===== config.mk =====
export PLATFORM = sky130hd
export DESIGN_NAME = cobs_frame_encoder_core_flat
export DESIGN_NICKNAME = d
export VERILOG_FILES = /design/src/design/cfe_pkg.sv /design/src/design/cfe_if.sv /design/src/design/cfe_front.sv /design/src/design/cfe_queue.sv /design/src/design/cfe_back.sv /design/src/design/cobs_frame_encoder_core.sv /design/src/flat_wrapper.sv
export SDC_FILE = /design/constraint.sdc
export NUM_CORES = 1
export LEC_CHECK = 0
export BUFFER_PORTS_ARGS = -buffer_cell sky130_fd_sc_hd__buf_2
export CAP_MARGIN = 20
export CORE_ASPECT_RATIO = 1.2
export CORE_MARGIN = 2
export CORE_UTILIZATION = 45
export DETAILED_ROUTE_END_ITERATION = 8
export PLACE_DENSITY_LB_ADDON = 0.15
export SLEW_MARGIN = 30
export SYNTH_ARGS = -nofsm -noshare
export SYNTH_HDL_FRONTEND = slang
export SYNTH_SLANG_ARGS = --single-unit

===== constraint.sdc =====
create_clock -name clk -period 4.5 [get_ports clk]
set_clock_uncertainty 0.05 [all_clocks]
set_input_delay 0.675 -clock clk [delete_from_list [all_inputs] [get_ports clk]]
set_output_delay 0.675 -clock clk [all_outputs]
set_load 0.02 [all_outputs]

===== src/design/cfe_pkg.sv =====
`timescale 1ns / 1ps
// ----------------------------------------------------------------------------
// cfe_pkg
// Shared constants, types and helpers of the COBS frame encoder.
// ----------------------------------------------------------------------------
package cfe_pkg;

  localparam int OUT_DEPTH = 4096;
  localparam int PTR_W     = $clog2(OUT_DEPTH + 1);
  localparam int ADDR_W    = 12;
  localparam int DATA_W    = 8;
  localparam int LEN_W     = 13;
  localparam int Q_DEPTH   = 4;
  localparam int Q_AW      = $clog2(Q_DEPTH);
  localparam int NSLOT     = 4;

  localparam logic [DATA_W-1:0] CODE_MAX  = 8'hff;
  localparam logic [DATA_W-1:0] CODE_INIT = 8'h01;
  localparam logic [DATA_W-1:0] DELIM     = 8'h00;

  // write slots of one item, in emission order
  localparam int SLOT_DATA  = 0;
  localparam int SLOT_BLOCK = 1;
  localparam int SLOT_FINAL = 2;
  localparam int SLOT_DELIM = 3;

  typedef struct packed {
    logic [PTR_W-1:0]  addr;
    logic [DATA_W-1:0] data;
    logic              ovf;
  } cfe_wr_t;

  typedef struct packed {
    logic [NSLOT-1:0]  vld;
    cfe_wr_t [NSLOT-1:0] wr;
    logic [LEN_W-1:0]  len;
  } cfe_rec_t;

  typedef struct packed {
    logic     valid;
    cfe_rec_t rec;
  } cfe_head_t;

  // pointer advance, saturating at the memory size
  function automatic logic [PTR_W-1:0] ptr_inc(input logic [PTR_W-1:0] p);
    ptr_inc = (p < PTR_W'(OUT_DEPTH)) ? p + PTR_W'(1) : p;
  endfunction

  function automatic logic ptr_drop(input logic [PTR_W-1:0] p);
    ptr_drop = (p >= PTR_W'(OUT_DEPTH));
  endfunction

endpackage


===== src/design/cfe_if.sv =====
`timescale 1ns / 1ps
// ----------------------------------------------------------------------------
// cfe_in_if / cfe_out_if
// Valid/ready channels for payload bytes in and memory writes out.
// ----------------------------------------------------------------------------
interface cfe_in_if import cfe_pkg::*; ();
  logic              valid;
  logic              ready;
  logic [DATA_W-1:0] data_byte;
  logic              has_byte;
  logic              frame_end;

  modport source (output valid, output data_byte, output has_byte, output frame_end,
                  input ready);
  modport sink   (input valid, input data_byte, input has_byte, input frame_end,
                  output ready);
endinterface

interface cfe_out_if import cfe_pkg::*; ();
  logic              valid;
  logic              ready;
  logic [ADDR_W-1:0] write_addr;
  logic [DATA_W-1:0] write_data;
  logic              frame_done;
  logic [LEN_W-1:0]  frame_length;
  logic              overflow;
  logic              run_last;

  modport source (output valid, output write_addr, output write_data, output frame_done,
                  output frame_length, output overflow, output run_last, input ready);
  modport sink   (input valid, input write_addr, input write_data, input frame_done,
                  input frame_length, input overflow, input run_last, output ready);
endinterface


===== src/design/cfe_front.sv =====
`timescale 1ns / 1ps
// ----------------------------------------------------------------------------
// cfe_front
// Accepts payload items, tracks the encoder pointers and turns each item
// into a record of up to four candidate memory writes.
// ----------------------------------------------------------------------------
module cfe_front import cfe_pkg::*; (
  input  logic      clk,
  input  logic      rst_n,
  cfe_in_if.sink    in_ch,
  input  logic      q_full,
  output logic      push,
  output cfe_rec_t  push_rec
);

  logic [DATA_W-1:0] cv_r, cv_nxt;
  logic [PTR_W-1:0]  wp_r, wp_nxt;
  logic [PTR_W-1:0]  cp_r, cp_nxt;
  logic              ovs_r, ovs_nxt;
  logic              accept;

  assign in_ch.ready = !q_full;
  assign accept      = in_ch.valid && !q_full;

  always_comb begin
    logic              byte_nz;
    logic              has_a, has_b, has_c, has_d;
    logic [DATA_W-1:0] cv1, cv2;
    logic [PTR_W-1:0]  wp1, wp2, cp2;
    logic              drop_a, drop_b, drop_c, drop_d;
    logic              item_drop;

    byte_nz = (in_ch.data_byte != DELIM);
    has_a   = in_ch.has_byte && byte_nz;
    wp1     = has_a ? ptr_inc(wp_r) : wp_r;
    cv1     = has_a ? cv_r + DATA_W'(1) : cv_r;

    // block closes on a zero byte or when it holds 254 data bytes
    has_b = in_ch.has_byte && (!byte_nz || cv1 == CODE_MAX);
    cv2   = has_b ? CODE_INIT : cv1;
    cp2   = has_b ? wp1 : cp_r;
    wp2   = (has_b && (!byte_nz || !in_ch.frame_end)) ? ptr_inc(wp1) : wp1;

    // final code is skipped when it would land on the delimiter
    has_c = in_ch.frame_end && (cp2 != wp2);
    has_d = in_ch.frame_end;

    drop_a = ptr_drop(wp_r);
    drop_b = ptr_drop(cp_r);
    drop_c = ptr_drop(cp2);
    drop_d = ptr_drop(wp2);
    item_drop = (has_a && drop_a) || (has_b && drop_b) || (has_c && drop_c)
                || (has_d && drop_d);

    push_rec.vld = {has_d, has_c, has_b, has_a};
    push_rec.wr[SLOT_DATA]  = '{addr: wp_r, data: in_ch.data_byte, ovf: drop_a};
    push_rec.wr[SLOT_BLOCK] = '{addr: cp_r, data: cv1, ovf: drop_b};
    push_rec.wr[SLOT_FINAL] = '{addr: cp2, data: cv2, ovf: drop_c};
    push_rec.wr[SLOT_DELIM] = '{addr: wp2, data: DELIM, ovf: drop_d || ovs_r || item_drop};
    push_rec.len = LEN_W'(ptr_inc(wp2));

    push = accept && (has_a || has_b || has_d);

    if (in_ch.frame_end) begin
      cv_nxt  = CODE_INIT;
      wp_nxt  = PTR_W'(1);
      cp_nxt  = '0;
      ovs_nxt = 1'b0;
    end else begin
      cv_nxt  = cv2;
      wp_nxt  = wp2;
      cp_nxt  = cp2;
      ovs_nxt = ovs_r || item_drop;
    end
  end

  always_ff @(posedge clk) begin
    if (!rst_n) begin
      cv_r  <= CODE_INIT;
      wp_r  <= PTR_W'(1);
      cp_r  <= '0;
      ovs_r <= 1'b0;
    end else if (accept) begin
      cv_r  <= cv_nxt;
      wp_r  <= wp_nxt;
      cp_r  <= cp_nxt;
      ovs_r <= ovs_nxt;
    end
  end

endmodule


===== src/design/cfe_queue.sv =====
`timescale 1ns / 1ps
// ----------------------------------------------------------------------------
// cfe_queue
// Short FIFO of write records between the front and the back end.
// ----------------------------------------------------------------------------
module cfe_queue import cfe_pkg::*; (
  input  logic      clk,
  input  logic      rst_n,
  input  logic      push,
  input  cfe_rec_t  push_rec,
  input  logic      pop,
  output logic      full,
  output cfe_head_t head
);

  cfe_rec_t        mem [Q_DEPTH];
  logic [Q_AW-1:0] rd_r, rd_nxt;
  logic [Q_AW-1:0] wr_r, wr_nxt;
  logic [Q_AW:0]   cnt_r, cnt_nxt;
  logic            do_push, do_pop;

  assign full       = (cnt_r == (Q_AW+1)'(Q_DEPTH));
  assign head.valid = (cnt_r != '0);
  assign head.rec   = mem[rd_r];
  assign do_push    = push && !full;
  assign do_pop     = pop && head.valid;

  always_comb begin
    rd_nxt  = do_pop  ? rd_r + Q_AW'(1) : rd_r;
    wr_nxt  = do_push ? wr_r + Q_AW'(1) : wr_r;
    cnt_nxt = cnt_r + (Q_AW+1)'(do_push) - (Q_AW+1)'(do_pop);
  end

  always_ff @(posedge clk) begin
    if (do_push) begin
      mem[wr_r] <= push_rec;
    end
  end

  always_ff @(posedge clk) begin
    if (!rst_n) begin
      rd_r  <= '0;
      wr_r  <= '0;
      cnt_r <= '0;
    end else begin
      rd_r  <= rd_nxt;
      wr_r  <= wr_nxt;
      cnt_r <= cnt_nxt;
    end
  end

endmodule


===== src/design/cfe_back.sv =====
`timescale 1ns / 1ps
// ----------------------------------------------------------------------------
// cfe_back
// Walks the valid writes of the head record, one per cycle while the output is ready,
// into the registered output channel.
// ----------------------------------------------------------------------------
module cfe_back import cfe_pkg::*; (
  input  logic      clk,
  input  logic      rst_n,
  input  cfe_head_t head,
  output logic      pop,
  cfe_out_if.source out_ch
);

  logic [NSLOT-1:0]  sent_r, sent_nxt;
  logic              vld_r, vld_nxt;
  logic [ADDR_W-1:0] addr_r;
  logic [DATA_W-1:0] data_r;
  logic              done_r;
  logic [LEN_W-1:0]  len_r;
  logic              ovf_r;
  logic              last_r;
  logic [NSLOT-1:0]  rem;
  logic [NSLOT-1:0]  sel;
  logic              last;
  logic              load;
  cfe_wr_t           cur;

  assign rem  = head.rec.vld & ~sent_r;
  assign sel  = rem & (~rem + NSLOT'(1));   // lowest pending slot
  assign last = ((rem & ~sel) == '0);
  assign load = head.valid && (!vld_r || out_ch.ready);
  assign pop  = load && last;

  always_comb begin
    cur = '0;
    for (int i = 0; i < NSLOT; i++) begin
      if (sel[i]) begin
        cur = head.rec.wr[i];
      end
    end
  end

  always_comb begin
    sent_nxt = sent_r;
    vld_nxt  = vld_r;
    if (load) begin
      sent_nxt = last ? '0 : (sent_r | sel);
      vld_nxt  = 1'b1;
    end else if (out_ch.ready) begin
      vld_nxt  = 1'b0;
    end
  end

  always_ff @(posedge clk) begin
    if (!rst_n) begin
      sent_r <= '0;
      vld_r  <= 1'b0;
    end else begin
      sent_r <= sent_nxt;
      vld_r  <= vld_nxt;
    end
  end

  always_ff @(posedge clk) begin
    if (load) begin
      addr_r <= ADDR_W'(cur.addr);
      data_r <= cur.data;
      done_r <= sel[SLOT_DELIM];
      len_r  <= sel[SLOT_DELIM] ? head.rec.len : '0;
      ovf_r  <= cur.ovf;
      last_r <= last;
    end
  end

  assign out_ch.valid        = vld_r;
  assign out_ch.write_addr   = addr_r;
  assign out_ch.write_data   = data_r;
  assign out_ch.frame_done   = done_r;
  assign out_ch.frame_length = len_r;
  assign out_ch.overflow     = ovf_r;
  assign out_ch.run_last     = last_r;

endmodule


===== src/design/cobs_frame_encoder_core.sv =====
`timescale 1ns / 1ps
// The first write of an item passes through the record queue and then the output
//   register before it is presented on the output channel.
// Throughput: one item per cycle when it causes at most one write and the output is ready;
//   an item causing k writes (k up to 3) holds the single write port until all are sent.
// A 4-entry record queue lets the front keep taking items during such bursts.
// Reset (rst_n low, synchronous) restores the frame pointers and empties the queue
//   and output register.
// ----------------------------------------------------------------------------
// cobs_frame_encoder_core
// Streaming COBS encoder emitting address/data writes into an output memory.
// ----------------------------------------------------------------------------
module cobs_frame_encoder_core import cfe_pkg::*; (
  input  logic      clk,
  input  logic      rst_n,
  cfe_in_if.sink    in_ch,
  cfe_out_if.source out_ch
);

  logic      q_push;
  logic      q_full;
  logic      q_pop;
  cfe_rec_t  q_rec;
  cfe_head_t q_head;

  cfe_front u_front (
    .clk      (clk),
    .rst_n    (rst_n),
    .in_ch    (in_ch),
    .q_full   (q_full),
    .push     (q_push),
    .push_rec (q_rec)
  );

  cfe_queue u_queue (
    .clk      (clk),
    .rst_n    (rst_n),
    .push     (q_push),
    .push_rec (q_rec),
    .pop      (q_pop),
    .full     (q_full),
    .head     (q_head)
  );

  cfe_back u_back (
    .clk    (clk),
    .rst_n  (rst_n),
    .head   (q_head),
    .pop    (q_pop),
    .out_ch (out_ch)
  );

`ifndef SYNTHESIS
  a_reset_clears_out: assert property (@(posedge clk) !rst_n |=> !out_ch.valid)
    else $error("output valid after reset");

  a_done_is_last: assert property (@(posedge clk) disable iff (!rst_n)
    out_ch.valid && out_ch.frame_done |-> out_ch.run_last)
    else $error("delimiter write is not the last write of its item");

  a_len_only_on_done: assert property (@(posedge clk) disable iff (!rst_n)
    out_ch.valid && !out_ch.frame_done |-> out_ch.frame_length == '0)
    else $error("frame length outside delimiter write");

  a_no_push_when_full: assert property (@(posedge clk) disable iff (!rst_n)
    q_full |-> !q_push)
    else $error("record queue overrun");

  a_pop_needs_head: assert property (@(posedge clk) disable iff (!rst_n)
    q_pop |-> q_head.valid && q_head.rec.vld != '0)
    else $error("pop of empty record");
`endif

endmodule

===== src/flat_wrapper.sv =====
// flat-port wrapper written by rule: the top's interface ports become plain ports
module cobs_frame_encoder_core_flat import cfe_pkg::*;
  (clk, rst_n, in_ch_valid, in_ch_data_byte, in_ch_has_byte, in_ch_frame_end, in_ch_ready, out_ch_valid, out_ch_write_addr, out_ch_write_data, out_ch_frame_done, out_ch_frame_length, out_ch_overflow, out_ch_run_last, out_ch_ready);
  cfe_in_if in_ch_i ();
  cfe_out_if out_ch_i ();
  input  logic clk;
  input  logic rst_n;
  input wire logic [$bits(in_ch_i.valid)-1:0] in_ch_valid;
  input wire logic [$bits(in_ch_i.data_byte)-1:0] in_ch_data_byte;
  input wire logic [$bits(in_ch_i.has_byte)-1:0] in_ch_has_byte;
  input wire logic [$bits(in_ch_i.frame_end)-1:0] in_ch_frame_end;
  output wire logic [$bits(in_ch_i.ready)-1:0] in_ch_ready;
  output wire logic [$bits(out_ch_i.valid)-1:0] out_ch_valid;
  output wire logic [$bits(out_ch_i.write_addr)-1:0] out_ch_write_addr;
  output wire logic [$bits(out_ch_i.write_data)-1:0] out_ch_write_data;
  output wire logic [$bits(out_ch_i.frame_done)-1:0] out_ch_frame_done;
  output wire logic [$bits(out_ch_i.frame_length)-1:0] out_ch_frame_length;
  output wire logic [$bits(out_ch_i.overflow)-1:0] out_ch_overflow;
  output wire logic [$bits(out_ch_i.run_last)-1:0] out_ch_run_last;
  input wire logic [$bits(out_ch_i.ready)-1:0] out_ch_ready;
  assign in_ch_i.valid = in_ch_valid;
  assign in_ch_i.data_byte = in_ch_data_byte;
  assign in_ch_i.has_byte = in_ch_has_byte;
  assign in_ch_i.frame_end = in_ch_frame_end;
  assign in_ch_ready = in_ch_i.ready;
  assign out_ch_valid = out_ch_i.valid;
  assign out_ch_write_addr = out_ch_i.write_addr;
  assign out_ch_write_data = out_ch_i.write_data;
  assign out_ch_frame_done = out_ch_i.frame_done;
  assign out_ch_frame_length = out_ch_i.frame_length;
  assign out_ch_overflow = out_ch_i.overflow;
  assign out_ch_run_last = out_ch_i.run_last;
  assign out_ch_i.ready = out_ch_ready;
  cobs_frame_encoder_core u_core (.clk(clk), .rst_n(rst_n), .in_ch(in_ch_i), .out_ch(out_ch_i));
endmodule

* Yosys cells after proc, flatten, opt, wreduce, memory -nomap -nowiden
Memories as Yosys holds them, arrays and structs flattened. A register that Yosys moved wholly into a read port is not among the register bits.
Index checks and enable logic that the tools add are counted.
** Storage, ports and cells
- Register bits :: 83
- Memory bits (writable) :: 388
- Input bits :: 14
- Output and inout bits :: 38
- Logic and storage cells :: 98
- Memories kept :: 1
** Memories
- u_core.u_queue.mem :: words 4, bits a word 97, read ports 1, clocked after Yosys merged registers in 1, write ports 1, line cfe_queue.sv:16 : cfe_rec_t mem [Q_DEPTH];
** Cells by class
- $add $sub $neg :: 9
- Magnitude comparators :: 7
- Eq/ne operators :: 3
- Multiplexer cells :: 23
- Bitwise logic cells :: 7
- Reductions and logical operators :: 33
** Operators by type and width (number)
- 13-bit two-way mux :: 8
- 21-bit two-way mux :: 4
- 13-bit greater-or-equal comparator, second input constant :: 4
- 13-bit by 1-bit adder with 13-bit output, second input constant :: 3
- 13-bit < comparator, second input constant :: 3
- 8-bit two-way mux :: 3
- 1-bit logical AND :: 14
- 13-bit != test :: 1
- 4-bit bitwise AND :: 3
- 4-bit NOT :: 3
- 1-bit logical OR :: 11
- 8-bit by 1-bit adder with 8-bit output, second input constant :: 1
- 8-bit == test, second input constant :: 1
- 8-bit nonzero test :: 1
- 1-bit two-way mux :: 5
- 2-bit by 1-bit adder with 2-bit output, second input constant :: 2
- 4-bit by 1-bit adder with 4-bit output, second input constant :: 1
- 1-bit zero test :: 4
- 4-bit zero test :: 1
- 2-bit two-way mux :: 2
- 4-bit two-way mux :: 1
- 4-bit OR :: 1
- 3-bit by 1-bit adder with 3-bit output :: 1
- 3-bit == test, second input constant :: 1
- other kinds (3) :: 3

* Longest topological paths before layout
Gate-level depths: netlist (run 1).
- Word-level depth :: 15
- Depth in mapped cells :: 15

* By module
A second synthesis (run 1) with hierarchy kept.
** Unflattened totals
- Cells, all modules :: 1159
- Area, all modules :: 20936.3 um2
** By module, submodules not included
- cfe_queue :: instances 1, cells each 597, area each 15628.7 um2, seq. area each 12792.3 um2
- cfe_front :: instances 1, cells each 408, area each 3354.5 um2, seq. area each 700.7 um2
- cfe_back :: instances 1, cells each 154, area each 1953.1 um2, seq. area each 1181.1 um2

* Worst setup path before layout (run 1)
Ideal clock, no wire load.
- Path type :: input to register
- Start point :: input out_ch_ready
- End point :: register u_core.u_queue.cnt_r[2]
- Setup time :: 0.115 ns
- Arrival time :: 4.363 ns
- Data required time :: 4.335 ns
- Setup slack :: -0.027 ns
- Stages :: 12
- Buffers on the path :: 0
- Cells stage by stage :: inv_1 -> a21oi_1 -> nand2_1 -> inv_1 -> ha_1 -> inv_1 -> ha_1 -> inv_1 -> fa_1 -> xnor2_1 -> xnor2_1 -> and2_1
** Between the ends
- Cells in the longest elaborated chain, start to end :: 5
** Ends and longest elaborated chain
- start, declared :: line flat_wrapper.sv:20 : input wire logic [$bits(out_ch_i.ready)-1:0] out_ch_ready;
- 1-bit logical OR :: line cfe_back.sv:32 : assign load = head.valid && (!vld_r || out_ch.ready);
- 1-bit logical AND :: line cfe_back.sv:32
- net u_core.u_back.load :: line cfe_back.sv:26 : logic load;
- 1-bit logical AND :: line cfe_back.sv:33 : assign pop = load && last;
- 1-bit logical AND :: line cfe_queue.sv:26 : assign do_pop = pop && head.valid;
- net u_core.u_queue.do_pop :: line cfe_queue.sv:20 : logic do_push, do_pop;
- 3-bit by 1-bit subtractor with 3-bit output :: line cfe_queue.sv:31 : cnt_nxt = cnt_r + (Q_AW+1)'(do_push) - (Q_AW+1)'(do_pop);
- end signal, assigned :: line cfe_queue.sv:48 : cnt_r <= cnt_nxt;
- end, declared :: line cfe_queue.sv:19 : logic [Q_AW:0] cnt_r, cnt_nxt;
The timed path passes the listed nets, and every way through them passes these cells.
A chain may end at the register's enable or synchronous reset.

==> flow_summary_export.csv, run 1 <==
group,metric,value,unit
clock_tree,cts_sinks,457,
critical_path,cp.required,4.80,ns
sta,setup_tns,0,ns
clock_tree,cts.path.max_buffers,3,
logic_synthesis,synth_nets,1114,
logic_synthesis,synthXorXnorAreaFrac,0.0266,
die,die_x,190,µm
global_route,grt_max_degree,94,
logic_synthesis,synth_top_area_share,0.656,
place,routabilityCongestion,0.920,
logic_synthesis,synthCells,1088,
sta,rsz0062_at_grt,"no",
critical_path,start_kind,"flop",
logic_synthesis,netlist-cell-type-count,64,
sta,report.final.slew_viol_count,0,
detailed_routing,routed_via_density,5.70,
die,dieArea,43200,µm²
logic_synthesis,synth_fa_ha_area_frac,0.00897,
pwr,p_leak,0.00697,µW
logic_synthesis,synth_top_family_by_area,"multiplexers",
cells_and_area,n_antenna_cell,0,
logic_synthesis,ys_seq_elements,457,
die,start_util,0.458,
job,maxCapViolCount,0,
sta,setup_viol,0,
logic_synthesis,syn_avg_cell_area,17.2,µm²
detailed_routing,firstDrtPassIters,5,
worst_hold_path,worstHoldPathType,"input pin to flop",
clock_tree,htreeDepth,2,
sta,max_freq,0.251,GHz
sta,max_slew_margin,0.376,
logic_synthesis,synthFlopType,"edfxtp_1",
logic_synthesis,synthTopCellsByArea,"edfxtp_1, mux4_2, dfxtp_1, a22oi_1, xnor2_1",
cells_and_area,drive_gt1_frac,0.236,
logic_synthesis,synth-simple-area-share,0.0653,
detailed_routing,wl_per_cell,23.3,µm
clock_tree,cts_tree,"done",
sta,worst_slack,0.520,ns
critical_path,end_kind,"flop",
sta,tightest_slew,0.921,ns
cells_and_area,num-nets-final,1208,
detailed_routing,via_count,10000,
place,io_buffers,51,
global_route,grt_first_pass_wirelength,62600,µm
detailed_routing,detail-route-antenna-nets,0,
place,hpwl,24400,µm
detailed_routing,drc,0,
global_route,track_usage,0.194,
global_route,grt_pass1_vias,10400,
outcome,status,"completed",
clock_tree,cts_buffers,45,
die,die_y,227,µm
logic_synthesis,synth_seq_area_share,0.708,
detailed_routing,drt_iter0_markers,793,
critical_path,worstPathArrival,4.28,ns
sta,fin_crit,3.98,ns
cells_and_area,synthToLayoutAreaGrowth,13.8,%
logic_synthesis,synth_mux_area_frac,0.115,
logic_synthesis,yosysWarnings,0,
sta,post-route-period-util,0.884,
logic_synthesis,synth-compound-area-share,0.0574,
detailed_routing,drt-total-wl,41000,µm
clock_tree,path_clk_slew,0.06,ns
global_route,gr-total-overflow,0,
clock_tree,cts_root_buffer,"clkbuf_16",
logic_synthesis,async_flop_share,0,
critical_path,crit_type,"flop to flop",
critical_path,crit_fanout,9,
logic_synthesis,synth_top_area_cell,"edfxtp_1",
clock_tree,cts-resized-gates,0,
sta,hold_viol_final,0,
logic_synthesis,synth_edf_count,408,
pwr,power_density,534,nW/µm²
pwr,peakVddDrop,0.000323,V
die,io_pins,52,
clock_tree,postCtsSetupBuffers,0,
place,dpl_worst_slack,0.249,ns
global_route,antenna_found_initial,0,
clock_tree,clock_latency,0.56,ns
die,rows,81,
logic_synthesis,netlist_area,18700,µm²
clock_tree,ctsHoldBuffers,0,
die,core,40800,µm²
-- layout by cell type (no fill, tap or decap), types with 3 or more instances in the layout --
cell       count
nand4_1        7
a21oi_1       17
clkinv_1      12
nor2b_1       35
buf_12         4
and2_1        26
nor2b_2        3
buf_4         54
nand3_1        9
a211oi_1       5
edfxtp_1     408
dfxtp_1       47
clkinv_2       4
clkbuf_16     45
nand2_1       58
nand2b_1       4
nand3b_1       4
a22oi_1       57
mux2i_1        3
inv_1         30
and2_4         4
nor2_1        29
o21ai_0       41
xor2_1        16
o22ai_1        3
mux4_2        93
clkbuf_1      15
xnor2_1       37
buf_2         51
nor4_1        14
a31oi_1        4
ha_1          11
nor3_1        10
-- worst max-delay path, stage by stage (launching register included) --
cell      delay [ns]
dfxtp_1         0.53
ha_1            0.31
nand3b_1        0.15
a211oi_1        0.28
xnor2_1         0.12
or2_2           0.34
nor4b_1         0.45
nand4_1         0.24
o311ai_1        0.87
nor3_1          0.13
xnor2_1         0.30
-- layout make-up --
class,count,area [µm²]
fill,3306,19600
sequential,457,13200
multi-input combinational,539,5150
clock buffer,62,1210
timing repair buffer,109,741
tap,539,674
clock inverter,21,144
inverter,30,113
-- Yosys cell counts, types with 3 or more instances --
library cell    n
mux4_2         93
nand3_1         9
a211oi_1        5
xor2_1         16
edfxtp_1      408
nor4_1         14
and2_1         30
dfxtp_1        49
nand4_1         7
nand3b_1        4
nor3_1         10
nor2b_1        39
buf_2           5
o21ai_0        42
xnor2_1        37
a21oi_1        18
a22oi_1        57
a31oi_1         4
mux2i_1         3
buf_1           9
inv_1          30
ha_1           11
o22ai_1         3
nand2b_1        4
clkbuf_1       47
nand2_1        58
nor2_1         30
-- registers in the layout (all words and copies together) (netlist names), 2 cells and up, named ones only --
name,flops
u_core.u_queue.mem,372
u_core.u_front.cp_r,13
u_core.u_back.out_ch.frame_length,13
u_core.u_front.cv_r,8
u_core.u_back.sent_r,4
u_core.u_front.wp_r,13
u_core.u_back.out_ch.write_addr,12
u_core.u_back.out_ch.write_data,8
u_core.u_queue.wr_r,2
u_core.u_queue.rd_r,2
u_core.u_queue.cnt_r,3
-- final timing paths --
kind	start	endpoint	slack [ns]	cells past startpoint
max	u_core.u_front.wp_r[0]	u_core.u_queue.mem[2][10]	0.52	10
min reg2reg	u_core.u_back.sent_r[2]	u_core.u_back.sent_r[2]	0.43	2
min	in_ch_data_byte[5]	u_core.u_queue.mem[0][19]	0.32	1
max reg2reg	u_core.u_front.wp_r[0]	u_core.u_queue.mem[2][10]	0.52	10
-- kinds of logic after synthesis --
family,Yosys count
flops,457
mux,98
buf+inv,92
simple gates,220
xor+xnor,55
compound gates,153
fa+ha+maj,13
-- where the power goes --
part | internal (µW) | switching (µW) | leakage, µW | total [µW]
Sequential | 5180 | 135 | 0.00422 | 5320
Combinational | 1020 | 1550 | 0.00210 | 2570
Clock | 1940 | 1520 | 0.000654 | 3470
-- layer usage --
layer	routed length (µm)	global-route usage	vias up
li1	-	-	4491
met1	18000	0.262	5213
met2	20400	0.332	254
met3	1810	0.0281	51
met4	785	0.0525	0
met5	0	0	-
-- through the flow --
stage	hold slack (ns)	cell area [µm²]	power [µW]	cells	util
floorplan	0.387	18700	7150	1088	-
global placement	0.402	19900	8030	1674	0.488
detailed placement	0.418	19900	8040	1674	0.488
CTS	0.298	21300	11500	1757	0.521
global route	0.304	21300	11900	1757	0.521
finish	0.324	21300	11400	1757	0.521
(Power assumes the default switching activity.)
==> run 2: changes to the inputs <==
- CTS_BUF_LIST: not set -> sky130_fd_sc_hd__clkbuf_8 sky130_fd_sc_hd__clkbuf_16
==> run 2 against run 1 <==
Against the previous run:
- non-clock buffer count unchanged
- clock-buffer cell count decreased by 15
- sequential share of layout area is the same
- highest routed layer unchanged
- cell area unchanged
==> flow_summary_export.csv, run 2 (synthesis gave the netlist of run 1 again) <==
group,metric,value,unit
outcome,status,"completed",
cells_and_area,num-nets-final,1208,
global_route,grt_pass1_vias,10400,
die,die_y,227,µm
die,io_pins,52,
die,rows,81,
cells_and_area,synthToLayoutAreaGrowth,13.8,%
clock_tree,cts_tree,"done",
cells_and_area,final_cell_mix,"edfxtp_1, mux4_2, nand2_1, a22oi_1, buf_4",
sta,max_slew_margin,0.378,
pwr,power_density,533,nW/µm²
cells_and_area,largest_reg_flops,372,
cells_and_area,multi_input_area,5150,µm²
clock_tree,cts_sinks,457,
sta,hold_viol_final,0,
sta,post-route-period-util,0.884,
detailed_routing,detail-route-antenna-nets,0,
pwr,p_leak,0.00703,µW
detailed_routing,routed_via_density,5.71,
clock_tree,path_clk_slew,0.06,ns
sta,setup_tns,0,ns
die,dieArea,43200,µm²
critical_path,cp.required,4.79,ns
place,io_buffers,51,
place,routabilityCongestion,0.920,
clock_tree,cts.path.max_buffers,3,
critical_path,worstPathArrival,4.27,ns
place,dpl_worst_slack,0.249,ns
clock_tree,cts-resized-gates,0,
sta,worst_slack,0.523,ns
detailed_routing,drc,0,
sta,tightest_slew,0.919,ns
cells_and_area,drive_gt1_frac,0.236,
global_route,antenna_found_initial,0,
cells_and_area,seq_area,13200,µm²
cells_and_area,top_register,"u_core.u_queue.mem",
global_route,gr-total-overflow,0,
critical_path,crit_fanout,9,
cells_and_area,n_fill_cell,3306,
detailed_routing,wl_per_cell,23.3,µm
critical_path,ff2ff_setup_slack,0.52,ns
worst_hold_path,worstHoldPathType,"input pin to flop",
die,die_x,190,µm
cells_and_area,n_antenna_cell,0,
global_route,grt_max_degree,94,
die,start_util,0.458,
detailed_routing,drt_iter0_markers,814,
sta,rsz0062_at_grt,"no",
cells_and_area,final_common_cell,"edfxtp_1",
critical_path,crit_type,"flop to flop",
clock_tree,ctsHoldBuffers,0,
global_route,grt_first_pass_wirelength,62600,µm
sta,fin_crit,3.98,ns
clock_tree,postCtsSetupBuffers,0,
clock_tree,clock_latency,0.56,ns
clock_tree,cts_root_buffer,"clkbuf_16",
critical_path,end_kind,"flop",
place,hpwl,24400,µm
sta,report.final.slew_viol_count,0,
pwr,peakVddDrop,0.000323,V
detailed_routing,firstDrtPassIters,5,
clock_tree,htreeDepth,2,
sta,setup_viol,0,
detailed_routing,drt-total-wl,41000,µm
global_route,track_usage,0.194,
die,core,40800,µm²
clock_tree,cts_buffers,45,
critical_path,start_kind,"flop",
job,maxCapViolCount,0,
detailed_routing,via_count,10000,
sta,max_freq,0.251,GHz
-- run 2: changes by cell type in the layout (fill, tap and decap cells not counted), sizes merged --
cell,before,now
clkbuf,62,47
inv,31,46
-- run 2: worst paths after layout --
| check | startpoint | end | cells past startpoint |
|---|---|---|---|
| hold reg to reg | u_core.u_back.sent_r[2] | u_core.u_back.sent_r[2] | 2 |
| hold / removal | in_ch_data_byte[5] | u_core.u_queue.mem[0][19] | 1 |
| setup reg to reg | u_core.u_front.wp_r[0] | u_core.u_queue.mem[0][4] | 10 |
| setup / recovery | u_core.u_front.wp_r[0] | u_core.u_queue.mem[0][4] | 10 |
-- run 2: metrics by stage --
step | utilization | hold WS (ns) | power (µW) | cells | instance area (µm²)
after CTS | 0.521 | 0.298 | 11500 | 1757 | 21300
after detailed placement | 0.488 | 0.418 | 8040 | 1674 | 19900
after floorplan | - | 0.387 | 7150 | 1088 | 18700
final | 0.521 | 0.323 | 11300 | 1757 | 21300
after global routing | 0.521 | 0.303 | 11800 | 1757 | 21300
after global placement | 0.488 | 0.402 | 8030 | 1674 | 19900
-- run 2: per-layer routing --
| metal | global-route usage | routed length [µm] | vias to the layer above |
|---|---|---|---|
| met1 | 0.262 | 18000 | 5226 |
| met5 | 0 | 0 | - |
| li1 | - | - | 4491 |
| met2 | 0.332 | 20400 | 260 |
| met4 | 0.0525 | 785 | 0 |
| met3 | 0.0281 | 1860 | 51 |
-- run 2: cell type report --
type	instances	share of cell area
Sequential cell	457	0.623
Multi-Input combinational cell	539	0.242
Clock buffer	47	0.0542
Timing Repair Buffer	109	0.0348
Tap cell	539	0.0317
Clock inverter	36	0.00941
Inverter	30	0.00529
-- run 2: critical path: stages (launching register included) --
cell and delay, ns:
dfxtp_1 0.53, ha_1 0.31, nand3b_1 0.15, a211oi_1 0.28, xnor2_1 0.12, or2_2 0.34, nor4b_1 0.45, nand4_1 0.24
o311ai_1 0.87, nor2_1 0.11, xnor2_1 0.31
-- run 2: power by group --
group	switching [µW]	internal (µW)
Combinational	1550	1020
Clock	1530	1910
Sequential	135	5180
Total	3210	8110
==> run 3: changes to the inputs <==
- GPL_TIMING_DRIVEN: not set -> 0
==> run 3 against run 2 <==
Against the previous run:
- maximum frequency is 6.9% lower
- combinational power is 8.2% higher
- worst hold slack worse by 0.0018 ns
- core utilization is 0.91 points higher
- total power is 3.5% higher
- sequential share of layout area is 1.1 points lower
- final cell count is 1.6% higher
- register-to-register slack worse by 0.29 ns
- cell area is 1.8% higher
- routed wire length is 4.0% higher
- die area stayed put
==> flow_summary_export.csv, run 3 (synthesis gave the netlist of run 1 again) <==
group,metric,value,unit
outcome,status,"completed",
pwr,power_density,542,nW/µm²
global_route,antenna_found_initial,0,
clock_tree,cts_buffers,45,
detailed_routing,detail-route-antenna-nets,0,
cells_and_area,n_fill_cell,3335,
detailed_routing,firstDrtPassIters,6,
detailed_routing,routed_via_density,5.65,
detailed_routing,via_count,10100,
pwr,power.share.switching,0.287,
place,placed_cell_area,20000,µm²
place,hpwl,28400,µm
place,routabilityCongestion,0.905,
global_route,met3_usage,0.0271,
critical_path,crit_fanout,9,
worst_hold_path,hold_depth,1,
clock_tree,cts.path.max_buffers,3,
critical_path,critPathSlowestCell,"dfxtp_1",
global_route,grt_first_pass_wirelength,64300,µm
global_route,grt_use_met2,0.337,
cells_and_area,seq_area,13200,µm²
detailed_routing,drt_iter0_markers,819,
clock_tree,cts_root_buffer,"clkbuf_16",
global_route,gr-total-overflow,0,
die,die_x,190,µm
clock_tree,htreeDepth,2,
critical_path,reg2reg_from,"u_core.u_front.cv_r[1]",
pwr,p_clk_frac,0.311,
cells_and_area,multi_input_area,5300,µm²
cells_and_area,stdcell_area,21600,µm²
detailed_routing,drc,0,
die,start_util,0.458,
global_route,grt_max_degree,39,
critical_path,crit_path_end,"u_core.u_queue.mem[0][11]",
cells_and_area,top_register,"u_core.u_queue.mem",
cells_and_area,largest_reg_flops,372,
critical_path,rr_worst_depth,11,
sta,report.final.slew_viol_count,0,
global_route,grt_pass1_vias,10200,
critical_path,start_kind,"flop",
clock_tree,path_clk_slew,0.06,ns
clock_tree,clock_latency,0.56,ns
critical_path,ff2ff_setup_slack,0.23,ns
cells_and_area,n_antenna_cell,0,
critical_path,critical_path_depth,11,
cells_and_area,num-nets-final,1237,
pwr,peakVddDrop,0.000347,V
critical_path,critPathBufInv,0,
sta,fin_crit,4.27,ns
worst_hold_path,worstHoldPathType,"input pin to flop",
sta,tightest_slew,0.996,ns
cells_and_area,synthToLayoutAreaGrowth,15.8,%
die,core,40800,µm²
die,rows,81,
detailed_routing,wl_per_cell,23.9,µm
critical_path,cp-startpoint,"u_core.u_front.cv_r[1]",
cells_and_area,final_cell_mix,"edfxtp_1, mux4_2, nand2_1, a22oi_1, buf_2",
pwr,combPwrFrac,0.237,
critical_path,cp_cell_sequence,"ha_1 -> nand3_1 -> a211oi_1 -> xnor2_1 -> or3_4 -> o31a_1 -> nor3b_4 -> xor2_4 -> nand4_4 -> nor4_2 -> xor2_1",
critical_path,r2r_end,"u_core.u_queue.mem[0][11]",
critical_path,end_kind,"flop",
critical_path,worstPathArrival,4.58,ns
job,maxCapViolCount,0,
clock_tree,cts_tree,"done",
clock_tree,ctsHoldBuffers,0,
pwr,p_sw,3370,µW
global_route,track_usage,0.202,
global_route,grt_busiest_layer,"met2",
sta,hold_viol_final,0,
cells_and_area,final_common_cell,"edfxtp_1",
die,die_y,227,µm
critical_path,crit_type,"flop to flop",
clock_tree,cts_sinks,457,
pwr,p_leak,0.00716,µW
pwr,intPower,8350,µW
critical_path,cp.required,4.81,ns
critical_path,path_delay_family,"simple AND/OR/NAND/NOR gates",
cells_and_area,drive_gt1_frac,0.225,
pwr,power,11700,µW
sta,rsz0062_at_grt,"yes",
global_route,met1_usage,0.281,
sta,max_slew_margin,0.331,
pwr,seq_power_share,0.452,
sta,post-route-period-util,0.949,
sta,setup_viol,0,
die,io_pins,52,
place,io_buffers,51,
critical_path,slowest_delay,0.47,ns
detailed_routing,drt-total-wl,42600,µm
die,dieArea,43200,µm²
sta,max_freq,0.234,GHz
[run 3: cell types whose count changed in the layout (fill, tap and decap cells not counted), moves of 7 or more]
| cell | change |
|---|---|
| clkbuf_2 | +9 |
| buf_4 | -42 |
| clkbuf_1 | +42 |
| xnor2_1 | -7 |
| clkinv_1 | -7 |
[run 3: worst min path at each step]
stage | endpoint | start
2_1_floorplan | u_core.u_back.sent_r[0] | u_core.u_back.sent_r[0]
6_report | u_core.u_queue.mem[0][17] | in_ch_data_byte[3]
5_1_grt | u_core.u_queue.mem[0][17] | in_ch_data_byte[3]
4_1_cts | u_core.u_queue.mem[0][17] | in_ch_data_byte[3]
3_5_place_dp | u_core.u_back.sent_r[1] | u_core.u_back.sent_r[1]
3_3_place_gp | u_core.u_back.sent_r[3] | u_core.u_back.sent_r[3]
[run 3: layer usage]
layer / up-vias / wire length [µm]
met5: - / 0
met4: 0 / 1020
met3: 70 / 2230
met2: 287 / 21000
met1: 5196 / 18400
li1: 4540 / -
[run 3: final cells by class]
class                           instances  area share
Buffer                                 62      0.0116
Clock buffer                           50      0.0552
Clock inverter                         32      0.0110
Inverter                               30     0.00520
Multi-Input combinational cell        539       0.245
Sequential cell                       457       0.611
Tap cell                              539      0.0312
Timing Repair Buffer                   76      0.0297
[run 3: timing repair]
item | CTS | global route
cloned | 0 | 0
pin swaps | 0 | 6
setup buffers | 0 | 11
setup endpoints to repair | 20 | 56
resized for setup | 5 | 22
[run 3: power groups by stage]
stage	Clock (µW)	Sequential, µW	Combinational [µW]
after floorplan	0	5630	1530
final	3650	5300	2780
after global routing	3880	5340	3010
after detailed placement	0	5390	2820
after CTS	3730	5300	2830
after global placement	0	5430	2670
[run 3: per-stage QoR]
stage	worst slack [ns]	util	hold WS (ns)	cells	setup TNS (ns)
3_3_place_gp	-1.85	0.480	0.400	1678	-707.60
5_1_grt	-0.0790	0.530	0.312	1785	-0.576
2_1_floorplan	0.553	-	0.387	1088	0
3_5_place_dp	-0.832	0.489	0.412	1692	-31.31
6_report	0.229	0.530	0.321	1785	0
4_1_cts	0.0316	0.525	0.299	1774	0
